**config.mk**
```make
export PLATFORM = sky130hd
export DESIGN_NAME = vfma_round
export DESIGN_NICKNAME = d
export VERILOG_FILES = /design/src/rtl/vfma_pkg.sv /design/src/rtl/vfma_round.sv
export SDC_FILE = /design/constraint.sdc
export NUM_CORES = 1
export LEC_CHECK = 0
export BUFFER_PORTS_ARGS = -buffer_cell sky130_fd_sc_hd__buf_2
export CORE_AREA = 5 5 119 121
export CTS_CLUSTER_DIAMETER = 100
export DETAILED_ROUTE_END_ITERATION = 12
export DIE_AREA = 0 0 124 126
export PLACE_DENSITY = 0.73
export SYNTH_ARGS = -nofsm -noshare
export SYNTH_HDL_FRONTEND = slang
export SYNTH_SLANG_ARGS = --single-unit
```
**constraint.sdc**
```tcl
create_clock -name clk_i -period 7.2 [get_ports clk_i]
set_input_delay 1.8 -clock clk_i [delete_from_list [all_inputs] [get_ports clk_i]]
set_output_delay 1.8 -clock clk_i [all_outputs]
set_load 0.05 [all_outputs]
```
**src/rtl/vfma_pkg.sv**
```systemverilog
// Shared types, constants and helpers of the vector fused multiply-add unit.
// Depends on nothing; every other file of the unit imports it.
package vfma_pkg;

  // Adder frame: carry bit, addend mantissa, two gap bits, product, two guard bits
  localparam int FrameW    = 164;
  localparam int ProdW     = 106;
  localparam int MantW     = 53;
  localparam int ExpW      = 14;
  localparam int ChunkW    = 16;
  localparam int NumChunks = 11;
  localparam int PadW      = ChunkW * NumChunks;

  localparam logic [63:0] QnanBits = 64'h7FF8_0000_0000_0000;
  localparam logic [62:0] InfMag   = 63'h7FF0_0000_0000_0000;
  localparam logic [10:0] ExpOnes  = 11'h7FF;

  // Configuration register indexes
  typedef enum logic [1:0] {
    REG_OPERATION = 2'd0,
    REG_BROADCAST = 2'd1,
    REG_SCALAR_A  = 2'd2,
    REG_SCALAR_B  = 2'd3
  } cfg_reg_e;

  // Bit positions inside the operation and broadcast registers
  localparam int OpNegAddendBit  = 0;
  localparam int OpNegProductBit = 1;
  localparam int BcastBBit       = 0;
  localparam int BcastABit       = 1;

  // Result decided early, bypassing the arithmetic path
  typedef struct packed {
    logic        hit;
    logic [63:0] bits;
  } spec_t;

  // Product and alignment controls, multiplier to adder
  typedef struct packed {
    spec_t                  spec;
    logic                   ps;
    logic                   bs;
    logic                   eff_sub;
    logic                   bz;
    logic                   clamp;
    logic [ProdW-1:0]       prod;
    logic [MantW-1:0]       mb;
    logic [7:0]             sh_b;
    logic [6:0]             sh_p;
    logic signed [ExpW-1:0] fe;
  } prod_t;

  // Exact sum magnitude, adder to normaliser
  typedef struct packed {
    spec_t                  spec;
    logic                   sign;
    logic                   st;
    logic signed [ExpW-1:0] fe;
    logic [FrameW-1:0]      mag;
  } sum_t;

  // Normalised frame, normaliser to rounder
  typedef struct packed {
    spec_t                  spec;
    logic                   sign;
    logic                   st;
    logic                   zero;
    logic signed [ExpW-1:0] efield;
    logic [FrameW-1:0]      frame;
  } norm_t;

  // Leading zeros of a nonzero 16-bit chunk
  function automatic logic [3:0] lzc16(input logic [ChunkW-1:0] v);
    logic [3:0] n;
    n = 4'd0;
    for (int i = 0; i < ChunkW; i++) begin
      if (v[i]) n = 4'(ChunkW - 1 - i);
    end
    return n;
  endfunction

endpackage

```
**src/rtl/vfma_round.sv**
```systemverilog
// Round to nearest even, overflow to infinity, pack; holds the output register.
// Depends on vfma_pkg.
module vfma_round import vfma_pkg::*; (
  input  logic        clk_i,
  input  logic        rst_ni,
  input  logic        in_valid_i,
  output logic        in_ready_o,
  input  norm_t       in_i,
  output logic        out_valid_o,
  input  logic        out_ready_i,
  output logic [63:0] result_o
);

  logic        v8_q, en8;
  logic [63:0] res_d, res_q;

  assign en8        = !v8_q || out_ready_i;
  assign in_ready_o = en8;

  // Round and pack
  logic [MantW-1:0]       q;
  logic [MantW:0]         qr;
  logic                   guard, sticky, rnd;
  logic signed [ExpW-1:0] etop;
  logic [62:0]            packed_mag;

  always_comb begin
    q          = in_i.frame[FrameW-1 -: MantW];
    guard      = in_i.frame[FrameW-1-MantW];
    sticky     = (in_i.frame[FrameW-2-MantW:0] != '0) | in_i.st;
    rnd        = guard & (sticky | q[0]);
    qr         = {1'b0, q} + {{MantW{1'b0}}, rnd};
    etop       = in_i.efield + $signed({12'd0, qr[MantW:MantW-1]});
    packed_mag = {in_i.efield[10:0], 52'd0} + {9'd0, qr};
    if (in_i.spec.hit) res_d = in_i.spec.bits;
    else if (in_i.zero) res_d = {in_i.st & in_i.sign, 63'd0};
    else if (etop >= 14'sd2047) res_d = {in_i.sign, InfMag};
    else res_d = {in_i.sign, packed_mag};
  end

  // Advance output valid
  always_ff @(posedge clk_i or negedge rst_ni) begin
    if (!rst_ni) v8_q <= 1'b0;
    else if (en8) v8_q <= in_valid_i;
  end

  // Hold or load result
  always_ff @(posedge clk_i) begin
    if (en8) res_q <= res_d;
  end

  assign out_valid_o = v8_q;
  assign result_o    = res_q;

`ifndef SYNTHESIS
  a_nan_canonical: assert property (@(posedge clk_i) disable iff (!rst_ni)
    (v8_q && (res_q[62:52] == ExpOnes) && (res_q[51:0] != '0)) |-> (res_q == QnanBits))
    else $error("NaN result is not the canonical quiet NaN");
`endif

endmodule

```
==> results.md <==
* Status: complete, no violations
* Initial antenna violation count at 4
* Period minus WS final at 6.14 ns
* Pin count of the biggest net entering global routing at 67
* Final Hold Fails at 0
* Clock power share at 34.3%
* Clk_lat worst skew at 0.32 ns
* WL final at 16400 um
* Post-synth top area share at 42.9%
* Post-route clock skew at 0.00624 ns
* Asr flop ratio synth at 1.54%
* Synth cell types at 41
* Synth Warn # at 0
* # IOs at 316
* Post-route setup slack at 1.06 ns
* Via Count at 4798
* Synth Flop Type: edfxtp_1
* Starting Density at 34.5%
* First-pass GRT wire length at 24700 um
* Gr ovfl total at 0
* Num rows at 42
* Layout cells sized above 1 at 50.4%
* Vias in the first global route at 4700
* Fin nets at 1033
* Crit share post-route at 85.2%
* Leakage power at 0.00288 uW
* Worst Tran Pin Value at 0.912 ns
* FMAX at 0.163 GHz
* Post-synthesis sequential area ratio at 43.5%
* H-tree levels at 3
* HP Class: reg -> reg
* Crit. End Element: register
* Rel. slew slack at 39.2%
* Part of the power in registers at 37.8%
* CTS Sinks at 65
* Sw frac at 32.8%
* DPL Wire Length at 13300 um
* Hold-fix buffers, CTS at 0
* Drt via density at 4.99
* CP arrival at 6.21 ns
* Setup violators final at 0
* Synthesized area at 4480 um^2
* Startpoint Class: primary input
* Initial drt markers at 318
* Avg WL per Cell at 17.0 um
* Die area at 15600 um^2
* Layout area overhead at 45.5%
* CORE AREA at 13000 um^2
* RSZ-0062 raised after global routing: false
* First drt pass iteration count at 5
* # Post-CTS Setup Buffers at 0
* Root buf cell: clkbuf_16
* Slew Limit Fails at 0
* Overall routing resource usage at 20.1%
* Setup CP Type: in -> reg
* Clock Pin Slew Worst Setup and Hold Paths at 0.06 ns
* Max FO, Critical Path at 25
* Largest area contributor in the netlist: edfxtp_1
* Die boundary height at 126 um
* #FFs+latches synth at 65
* MaxCap Viol Count at 0
* Synth area leaders: edfxtp_1 43%, o21ai_2 9.8%, xnor2_1 8.0%
* Switch Pwr at 406 uW
* Number of CTS-inserted buffers at 9
* Drt drc at 0
* Count leader, synth: nand2_1
* Post-Syn Nets at 718
* Commonest cells post-synth: 77 x nand2_1, 64 x edfxtp_1, 50 x o21ai_2
* Pint at 833 uW
* Die width at 124 um
* Maximum vdd drop at 0.123 mV
* Pwr dens at 190 nW/um^2
* Gate power share at 27.8%
* Cts repair resizes at 0
* Req. time, crit path at 7.28 ns
* Remaining antenna violation count at 0
* Syn_area_per_cell at 9.65 um^2
* Fin Setup TNS at 0 ns
* Pre-CTS setup slack at 0.712 ns
* I/O Buffers at 315
* CTS tree: built
* Cell count after synthesis at 464
* GP Congestion at 0.926
* EDFF count, synth at 64
* Max clock buf depth at 2
[power by group through the flow]
| stage | Combinational [uW] | Clock (uW) | Sequential (uW) |
|---|---|---|---|
| after floorplan | 85.4 | 0 | 602 |
| after global placement | 342 | 0 | 476 |
| after detailed placement | 345 | 0 | 475 |
| after CTS | 346 | 433 | 469 |
| after global routing | 368 | 446 | 472 |
| final | 345 | 425 | 468 |
[kinds of logic after synthesis]
family	share of synthesized area, %
xor gates and xnor gates	11.5
and+or+nand+nor	25.5
DFF	43.5
AOI/OAI and AO/OA	14.6
muxes	0.224
adders and majority gates	1.29
buffers and inverters	3.44
[worst paths after layout]
kind / startpoint / end / slack (ns) / depth (start not counted)
setup / recovery: in_i[111] / result_o[15] / 1.06 / 18
hold / removal: out_valid_o / out_valid_o / 1.15 / 2
setup reg to reg: out_valid_o / result_o[58] / 5.71 / 1
hold reg to reg: out_valid_o / out_valid_o / 1.15 / 2
max in group asynchronous: rst_ni / out_valid_o / 5.88 / 1
min in group asynchronous: rst_ni / out_valid_o / 1.24 / 1
[sequential cells by signal, summed over array words and instances (netlist names)]
signal       count
result_o        64
out_valid_o      1
[placed cells by master, fill, tap and decap left out, types with 2 or more instances in the layout]
cell type,count
a21oi_1,22
inv_1,14
nand3_1,21
edfxtp_1,64
ha_1,3
xnor2_1,41
o21ai_2,50
nor4_1,35
clkbuf_16,9
xor2_1,18
nand2_1,77
o21ai_0,5
buf_4,4
diode_2,3
nor3_1,23
nand4_1,19
nor2_1,17
o211a_1,2
buf_2,315
and3_1,10
clkinv_2,3
clkbuf_1,2
nor4_2,2
and4_1,3
o21ai_1,2
[per-layer routing]
| metal | GRT usage (%) | part of all wire [%] | vias to the layer above |
|---|---|---|---|
| met5 | 0 | 0.13 | - |
| li1 | - | - | 2360 |
| met2 | 31.5 | 46 | 194 |
| met4 | 3.29 | 0.65 | 4 |
| met1 | 28.0 | 44 | 2224 |
| met3 | 6.14 | 9.1 | 16 |
[area by class of cell]
type	instances	area (um^2)
diodes	3	7.51
clock buffers	11	233
clock inverters	4	45.0
fillers	1258	6460
inverters	14	52.6
multi-input cells	369	2380
flip-flops and latches	65	1950
well taps	176	220
repair buffers	320	1630
[metrics by stage]
| step | instance area, um^2 | cells | util [%] | total power [uW] | hold slack (ns) |
|---|---|---|---|---|---|
| 6_report | 6520 | 962 | 50.2 | 1240 | 1.15 |
| 5_1_grt | 6510 | 961 | 50.2 | 1290 | 1.23 |
| 4_1_cts | 6510 | 959 | 50.1 | 1250 | 1.19 |
| 3_5_place_dp | 6230 | 944 | 48.0 | 821 | 1.18 |
| 3_3_place_gp | 6230 | 944 | 48.0 | 818 | 1.15 |
| 2_1_floorplan | 4480 | 464 | - | 687 | 1.50 |
[critical path: stages]
cell and delay (ns):
buf_2 0.11, and2_2 0.14, ha_1 0.16, and3_1 0.24, nor4b_4 0.39, nand3_1 0.13
buf_4 0.21, nor3_1 0.23, xor2_1 0.11, ha_1 0.22, fa_1 0.45, or3b_2 0.49
nor4_1 0.29, nor4_1 0.09, o21ai_1 0.24, a211o_4 0.47, buf_4 0.33, o21ai_2 0.09
No activity file was read; power rests on OpenSTA's default activity.
