File: src/rtl/vfma_pkg.sv
// Shared types, constants and helpers of the vector fused multiply-add unit.
// Depends on nothing; every other file of the unit imports it.
package vfma_pkg;

  // Adder frame: carry bit, addend mantissa, two gap bits, product, two guard bits
  localparam int FrameW    = 164;
  localparam int ProdW     = 106;
  localparam int MantW     = 53;
  localparam int ExpW      = 14;
  localparam int ChunkW    = 16;
  localparam int NumChunks = 11;
  localparam int PadW      = ChunkW * NumChunks;

  localparam logic [63:0] QnanBits = 64'h7FF8_0000_0000_0000;
  localparam logic [62:0] InfMag   = 63'h7FF0_0000_0000_0000;
  localparam logic [10:0] ExpOnes  = 11'h7FF;

  // Configuration register indexes
  typedef enum logic [1:0] {
    REG_OPERATION = 2'd0,
    REG_BROADCAST = 2'd1,
    REG_SCALAR_A  = 2'd2,
    REG_SCALAR_B  = 2'd3
  } cfg_reg_e;

  // Bit positions inside the operation and broadcast registers
  localparam int OpNegAddendBit  = 0;
  localparam int OpNegProductBit = 1;
  localparam int BcastBBit       = 0;
  localparam int BcastABit       = 1;

  // Result decided early, bypassing the arithmetic path
  typedef struct packed {
    logic        hit;
    logic [63:0] bits;
  } spec_t;

  // Product and alignment controls, multiplier to adder
  typedef struct packed {
    spec_t                  spec;
    logic                   ps;
    logic                   bs;
    logic                   eff_sub;
    logic                   bz;
    logic                   clamp;
    logic [ProdW-1:0]       prod;
    logic [MantW-1:0]       mb;
    logic [7:0]             sh_b;
    logic [6:0]             sh_p;
    logic signed [ExpW-1:0] fe;
  } prod_t;

  // Exact sum magnitude, adder to normaliser
  typedef struct packed {
    spec_t                  spec;
    logic                   sign;
    logic                   st;
    logic signed [ExpW-1:0] fe;
    logic [FrameW-1:0]      mag;
  } sum_t;

  // Normalised frame, normaliser to rounder
  typedef struct packed {
    spec_t                  spec;
    logic                   sign;
    logic                   st;
    logic                   zero;
    logic signed [ExpW-1:0] efield;
    logic [FrameW-1:0]      frame;
  } norm_t;

  // Leading zeros of a nonzero 16-bit chunk
  function automatic logic [3:0] lzc16(input logic [ChunkW-1:0] v);
    logic [3:0] n;
    n = 4'd0;
    for (int i = 0; i < ChunkW; i++) begin
      if (v[i]) n = 4'(ChunkW - 1 - i);
    end
    return n;
  endfunction

endpackage

File: src/rtl/vfma_add.sv
// Addend/product alignment with sticky collection, then exact add or subtract.
// Depends on vfma_pkg.
module vfma_add import vfma_pkg::*; (
  input  logic  clk_i,
  input  logic  rst_ni,
  input  logic  in_valid_i,
  output logic  in_ready_o,
  input  prod_t in_i,
  output logic  out_valid_o,
  input  logic  out_ready_i,
  output sum_t  out_o
);

  typedef struct packed {
    spec_t                  spec;
    logic                   ps;
    logic                   bs;
    logic                   eff_sub;
    logic                   st;
    logic signed [ExpW-1:0] fe;
    logic [FrameW-1:0]      af;
    logic [FrameW-1:0]      pf;
  } s3_t;

  logic v3_q, v4_q, en3, en4;
  s3_t  s3_d, s3_q;
  sum_t s4_d, s4_q;

  assign en4        = !v4_q || out_ready_i;
  assign en3        = !v3_q || en4;
  assign in_ready_o = en3;

  // Align addend and product in the frame
  logic [FrameW-1:0] a_full, p_full;
  logic [7:0]        nb;
  logic              lost_b, lost_p;

  always_comb begin
    a_full = {1'b0, in_i.mb, 110'd0};
    p_full = {56'd0, in_i.prod, 2'b00};
    nb     = in_i.sh_b - 8'd110;
    lost_b = (in_i.sh_b > 8'd110) && ((in_i.mb & ~({MantW{1'b1}} << nb)) != '0);
    lost_p = (({in_i.prod, 2'b00} & ~({(ProdW + 2){1'b1}} << in_i.sh_p)) != '0);
    s3_d.spec    = in_i.spec;
    s3_d.ps      = in_i.ps;
    s3_d.bs      = in_i.bs;
    s3_d.eff_sub = in_i.eff_sub;
    s3_d.fe      = in_i.fe;
    s3_d.af      = in_i.clamp ? a_full : (a_full >> in_i.sh_b);
    s3_d.pf      = in_i.clamp ? '0 : (p_full >> in_i.sh_p);
    s3_d.st      = in_i.clamp | lost_b | lost_p;
  end

  // Add, or subtract the smaller side; a dropped operand borrows one
  logic [FrameW:0] d1, d2;

  always_comb begin
    d1 = {1'b0, s3_q.af} - {1'b0, s3_q.pf} - {{FrameW{1'b0}}, s3_q.st};
    d2 = {1'b0, s3_q.pf} - {1'b0, s3_q.af} - {{FrameW{1'b0}}, s3_q.st};
    s4_d.spec = s3_q.spec;
    s4_d.st   = s3_q.st;
    s4_d.fe   = s3_q.fe;
    if (!s3_q.eff_sub) begin
      s4_d.mag  = s3_q.af + s3_q.pf;
      s4_d.sign = s3_q.ps;
    end else if (!d1[FrameW]) begin
      s4_d.mag  = d1[FrameW-1:0];
      s4_d.sign = s3_q.bs;
    end else begin
      s4_d.mag  = d2[FrameW-1:0];
      s4_d.sign = s3_q.ps;
    end
  end

  // Advance stage valids
  always_ff @(posedge clk_i or negedge rst_ni) begin
    if (!rst_ni) begin
      v3_q <= 1'b0;
      v4_q <= 1'b0;
    end else begin
      if (en3) v3_q <= in_valid_i;
      if (en4) v4_q <= v3_q;
    end
  end

  // Hold or load payload
  always_ff @(posedge clk_i) begin
    if (en3) s3_q <= s3_d;
    if (en4) s4_q <= s4_d;
  end

  assign out_valid_o = v4_q;
  assign out_o       = s4_q;

endmodule

File: config.mk
export PLATFORM = sky130hd
export DESIGN_NAME = vfma_add
export DESIGN_NICKNAME = d
export VERILOG_FILES = /design/src/rtl/vfma_pkg.sv /design/src/rtl/vfma_add.sv
export SDC_FILE = /design/constraint.sdc
export NUM_CORES = 2
export LEC_CHECK = 0
export ABC_CLOCK_PERIOD_IN_PS = 30800
export BUFFER_PORTS_ARGS = -buffer_cell sky130_fd_sc_hd__buf_2
export CAP_MARGIN = 15
export CORE_MARGIN = 5
export CORE_UTILIZATION = 45
export DETAILED_ROUTE_END_ITERATION = 10
export PLACE_DENSITY = 0.65
export REMOVE_ABC_BUFFERS = 1
export SLEW_MARGIN = 25
export SYNTH_ARGS = -nofsm -noshare
export SYNTH_HDL_FRONTEND = slang
export SYNTH_SLANG_ARGS = --single-unit
File: constraint.sdc
create_clock -name clk_i -period 30.8 [get_ports clk_i]
set_input_delay 1.54 -clock clk_i [delete_from_list [all_inputs] [get_ports clk_i]]
set_output_delay 1.54 -clock clk_i [all_outputs]
set_load 0.01 [all_outputs]
==> Flow_metrics.wiki <==
{| class="wikitable"
! Metric !! Value
|-
| Growth of design area from synthesis to finish || 9.350%
|-
| Die W || 404.8 um
|-
| Seq cells post-synth || between 600 and 700
|-
| Post-detailed-routing wire length || 340,700 um
|-
| Max-slew headroom || 0.2458
|-
| Min cycle time layout || approximately 7.6 ns
|-
| Antenna violation net count after detailed routing || 0
|-
| DRT Pass-1 Iters || 7
|-
| Unrepaired setup endpoints after global routing || no
|-
| Total count of hold-check failures in the final report || 0
|-
| Worst min-delay path startpoint || s3_q[352]$_DFFE_PP_
|-
| Number of gates given a new drive strength after cts || 0
|-
| Overall track demand over capacity in global routing || 0.3962
|-
| Hold Worst Slack || 0.3828 ns
|-
| Uppermost metal layer occupied by signal nets || met5
|-
| Initial core utilization || 0.4538
|-
| Leakage power || 0.03150 uW
|-
| Kind of launch point of the worst setup path || flop
|-
| Largest net degree at the start of global routing || 183
|-
| Final setup violating endpoints || 0
|-
| Category of the critical setup timing path || flop to flop
|-
| Core footprint || between 150,000 and 200,000 um^2
|-
| Startpoint of the worst register-to-register path || s3_q[169]$_SDFFCE_PP0P_
|-
| Detail-routed via count per cell || around 6.5
|-
| Class of the worst hold path || flop to flop
|-
| Max Fanout on Critical Path || 5
|-
| Sequential cell area || around 18,000 um^2
|-
| Detailed-routing wirelength on met1 || about 140,000 um
|-
| Fraction of the yosys area taken by sequential cells || 0.2571
|-
| Count of warnings emitted by yosys || 0
|-
| Share of final-layout standard cells stronger than drive strength 1 || 0.1121
|-
| Most common library cell in the layout ignoring fill and taps || sky130_fd_sc_hd__nor2_1
|-
| Placement Rows || 144
|-
| Share of the clock period used by the worst path || 0.2475
|-
| Worst Path Buf+Inv || 1
|-
| Wire length of the first global-routing pass || around 480,000 um
|-
| Pins Over Slew Limit || 0
|-
| Grt total ovfl || 0
|-
| Async set-or-reset flop fraction in the synthesized netlist || 0.003328
|-
| Crit path cell chain || ha_1 > inv_1 > ha_1 > or3_1 > o22ai_1 > or4_1 > a311oi_1 > or3b_1 > o211ai_1 > a211oi_1 > or2_1 > a21boi_1 > o21ai_1 > mux2i_1 > a21oi_1 > or3b_1
|-
| Power Density || 59.79 nW/um^2
|-
| Worst path slowest cell || sky130_fd_sc_hd__o22ai_1
|-
| Register-to-Register Setup Slack || 23.18 ns
|-
| Skew-Pair Late Insertion Delay || 0.74 ns
|-
| Number of standard cells in the final layout excluding fillers || approximately 11,000
|-
| Number of buffers added for setup after CTS || 0
|-
| Setup TNS || 0 ns
|-
| PnR worst setup slack || 23.18 ns
|-
| Critical path required time || about 31 ns
|-
| Worst r2r path cells || 16
|-
| Antenna violations before repair || 11
|-
| Area of the multi-input gates || 47,540 um^2
|-
| Syn avg cell area || 7.971 um^2
|-
| Clock edge transition at the registers on the reported setup and hold paths || 0.06 ns
|-
| Peak VDD IR || a little over 0.05 mV
|-
| DIE HEIGHT || 404.8 um
|-
| Final routed wire length divided by cell count || 30.64 um
|-
| Commonest cells after routing, fill and taps aside || sky130_fd_sc_hd__nor2_1 (1,021), sky130_fd_sc_hd__a21oi_1 (920), sky130_fd_sc_hd__nand2_1 (914), sky130_fd_sc_hd__inv_1 (750), sky130_fd_sc_hd__ha_1 (700)
|-
| Root buf cell || sky130_fd_sc_hd__clkbuf_16
|-
| Via count || 72,781
|-
| Max Root-Sink Buffers || 3
|-
| Worst-margin pin slew || 1.122 ns
|-
| Number of flops mapped to enable cells by yosys || 599
|-
| # Max-Cap Violations || 0
|-
| Die footprint || 163,900 um^2
|-
| Highest Clock Rate || 131.2 MHz
|-
| Critical path data arrival time || 8.08 ns
|-
| Synth unique cells || 113
|-
| Hold Path Depth || 0
|-
| CP endpoint kind || flop
|-
| Detailed-placement wirelength estimate || about 280,000 um
|-
| I/O pins || just over 500
|-
| Cells after synthesis || 8,801
|-
| Family with the most delay on the worst path || compound AO/OA/AOI/OAI gates
|-
| Total Nets Final || 9,980
|-
| GP Congestion || 1.105
|-
| Buffers added on ports || 507
|-
| Count of fill cells added during filler insertion || about 15,000
|-
| Count of clock tree sinks || 601
|-
| Remaining design rule violation count || 0
|-
| Pre-CTS setup slack || approximately 23 ns
|-
| Crit path largest cell delay || 0.80 ns
|-
| Vias in the first global route || 66,123
|-
| Fin util || 0.4962
|-
| Worst Skew || 0.08689 ns
|-
| Synthesized area || ~70,000 um^2
|-
| Inst Count DP || 10,982
|-
| CTS HTree Levels || 3
|-
| Met2 wirelength from detailed routing || 138,400 um
|-
| CTS tree || built
|-
| Violation count after the first detailed-routing iteration || 10,929
|-
| Top FF cell, synth || sky130_fd_sc_hd__edfxtp_1
|-
| Result of the run || finished, final reports clean
|-
| CTS Hold Buffers Added || 0
|-
| Amount of wire on met3 after detailed routing || ~40,000 um
|-
| Hold-critical path endpoint || out_o[186]$_DFFE_PP_
|-
| Clock buffer count from CTS || 73
|-
| FF-to-FF End || out_o[160]$_DFFE_PP_
|}
==> cell type report <==
type,count,share of cell area
Antenna cell,2,0.00006525
Clock buffer,79,0.02411
Clock inverter,56,0.008678
Inverter,762,0.03739
Multi-Input combinational cell,6985,0.6197
Sequential cell,601,0.2351
Tap cell,2044,0.03334
Timing Repair Buffer,590,0.04158
==> registers in the layout, indices dropped and copies added, names as in the netlist <==
signal and count:
out_valid_o 1, s3_q 354, out_o 245, v3_q 1
==> how the worst max path moves through the flow <==
stage / to / cells past startpoint / start
after floorplan: s3_q[0]$_SDFFCE_PP0P_ / 1 / out_ready_i
after global placement: out_o[160]$_DFFE_PP_ / 16 / s3_q[169]$_SDFFCE_PP0P_
after detailed placement: out_o[160]$_DFFE_PP_ / 16 / s3_q[169]$_SDFFCE_PP0P_
after CTS: out_o[160]$_DFFE_PP_ / 16 / s3_q[169]$_SDFFCE_PP0P_
after global routing: out_o[160]$_DFFE_PP_ / 16 / s3_q[169]$_SDFFCE_PP0P_
final: out_o[160]$_DFFE_PP_ / 16 / s3_q[169]$_SDFFCE_PP0P_
==> through the flow <==
| step | total power (uW) | cell area (um^2) |
|---|---|---|
| detailed placement | 3575 | 74170 |
| finish | 4586 | 76710 |
| floorplan | 2692 | 68370 |
| CTS | 4501 | 76690 |
| global placement | 3572 | 74170 |
| global route | 4790 | 76700 |
==> where the power goes <==
group / internal (uW) / leakage (uW) / switching [uW]
registers: 1050 / 0.00634 / 98.0
logic: 827 / 0.0239 / 1700
clock network: 515 / 0.00122 / 397
==> routing by layer <==
layer	track usage	up-vias
li1	-	32262
met1	0.5701	35265
met2	0.5648	4605
met3	0.08956	639
met4	0.1781	10
met5	0	-
==> kinds of logic after synthesis <==
family	after synthesis	share of synthesized area
and+or+nand+nor	2828	0.1806
muxes	407	0.08426
adders and majority gates	710	0.1270
DFF	601	0.2571
buffers and inverters	1215	0.06607
xor gates and xnor gates	414	0.05169
AOI/OAI and AO/OA	2626	0.2332
==> synthesized netlist by cell type (43+ instances only) <==
master / count / area, um^2
sky130_fd_sc_hd__buf_1: 64 / 240.2
sky130_fd_sc_hd__a21oi_1: 921 / 4609
sky130_fd_sc_hd__o22ai_1: 56 / 350.3
sky130_fd_sc_hd__o21bai_1: 136 / 1021
sky130_fd_sc_hd__a21o_1: 147 / 1104
sky130_fd_sc_hd__edfxtp_1: 599 / 17990
sky130_fd_sc_hd__nor4_1: 127 / 794.5
sky130_fd_sc_hd__mux4_2: 140 / 3153
sky130_fd_sc_hd__o22a_1: 57 / 499.2
sky130_fd_sc_hd__and3_1: 45 / 281.5
sky130_fd_sc_hd__nor2_1: 1023 / 3840
sky130_fd_sc_hd__a31oi_1: 78 / 488.0
sky130_fd_sc_hd__clkbuf_1: 363 / 1363
sky130_fd_sc_hd__nand4_1: 204 / 1276
sky130_fd_sc_hd__nor3_1: 117 / 585.6
sky130_fd_sc_hd__a22oi_1: 71 / 533.0
sky130_fd_sc_hd__o21a_1: 66 / 495.5
sky130_fd_sc_hd__xor2_1: 110 / 963.4
sky130_fd_sc_hd__inv_1: 754 / 2830
sky130_fd_sc_hd__o21ai_0: 558 / 2793
sky130_fd_sc_hd__o31ai_1: 84 / 630.6
sky130_fd_sc_hd__mux2i_1: 199 / 1992
sky130_fd_sc_hd__nand2_1: 916 / 3438
sky130_fd_sc_hd__ha_1: 700 / 8758
sky130_fd_sc_hd__nand2b_1: 43 / 269.0
sky130_fd_sc_hd__nand3_1: 136 / 680.7
sky130_fd_sc_hd__xnor2_1: 304 / 2663
sky130_fd_sc_hd__nor2b_1: 60 / 375.4
sky130_fd_sc_hd__a211oi_1: 77 / 578.1
sky130_fd_sc_hd__o211ai_1: 56 / 420.4
sky130_fd_sc_hd__mux2_2: 68 / 765.7
Note: power is estimated with default switching activity, not from simulation.
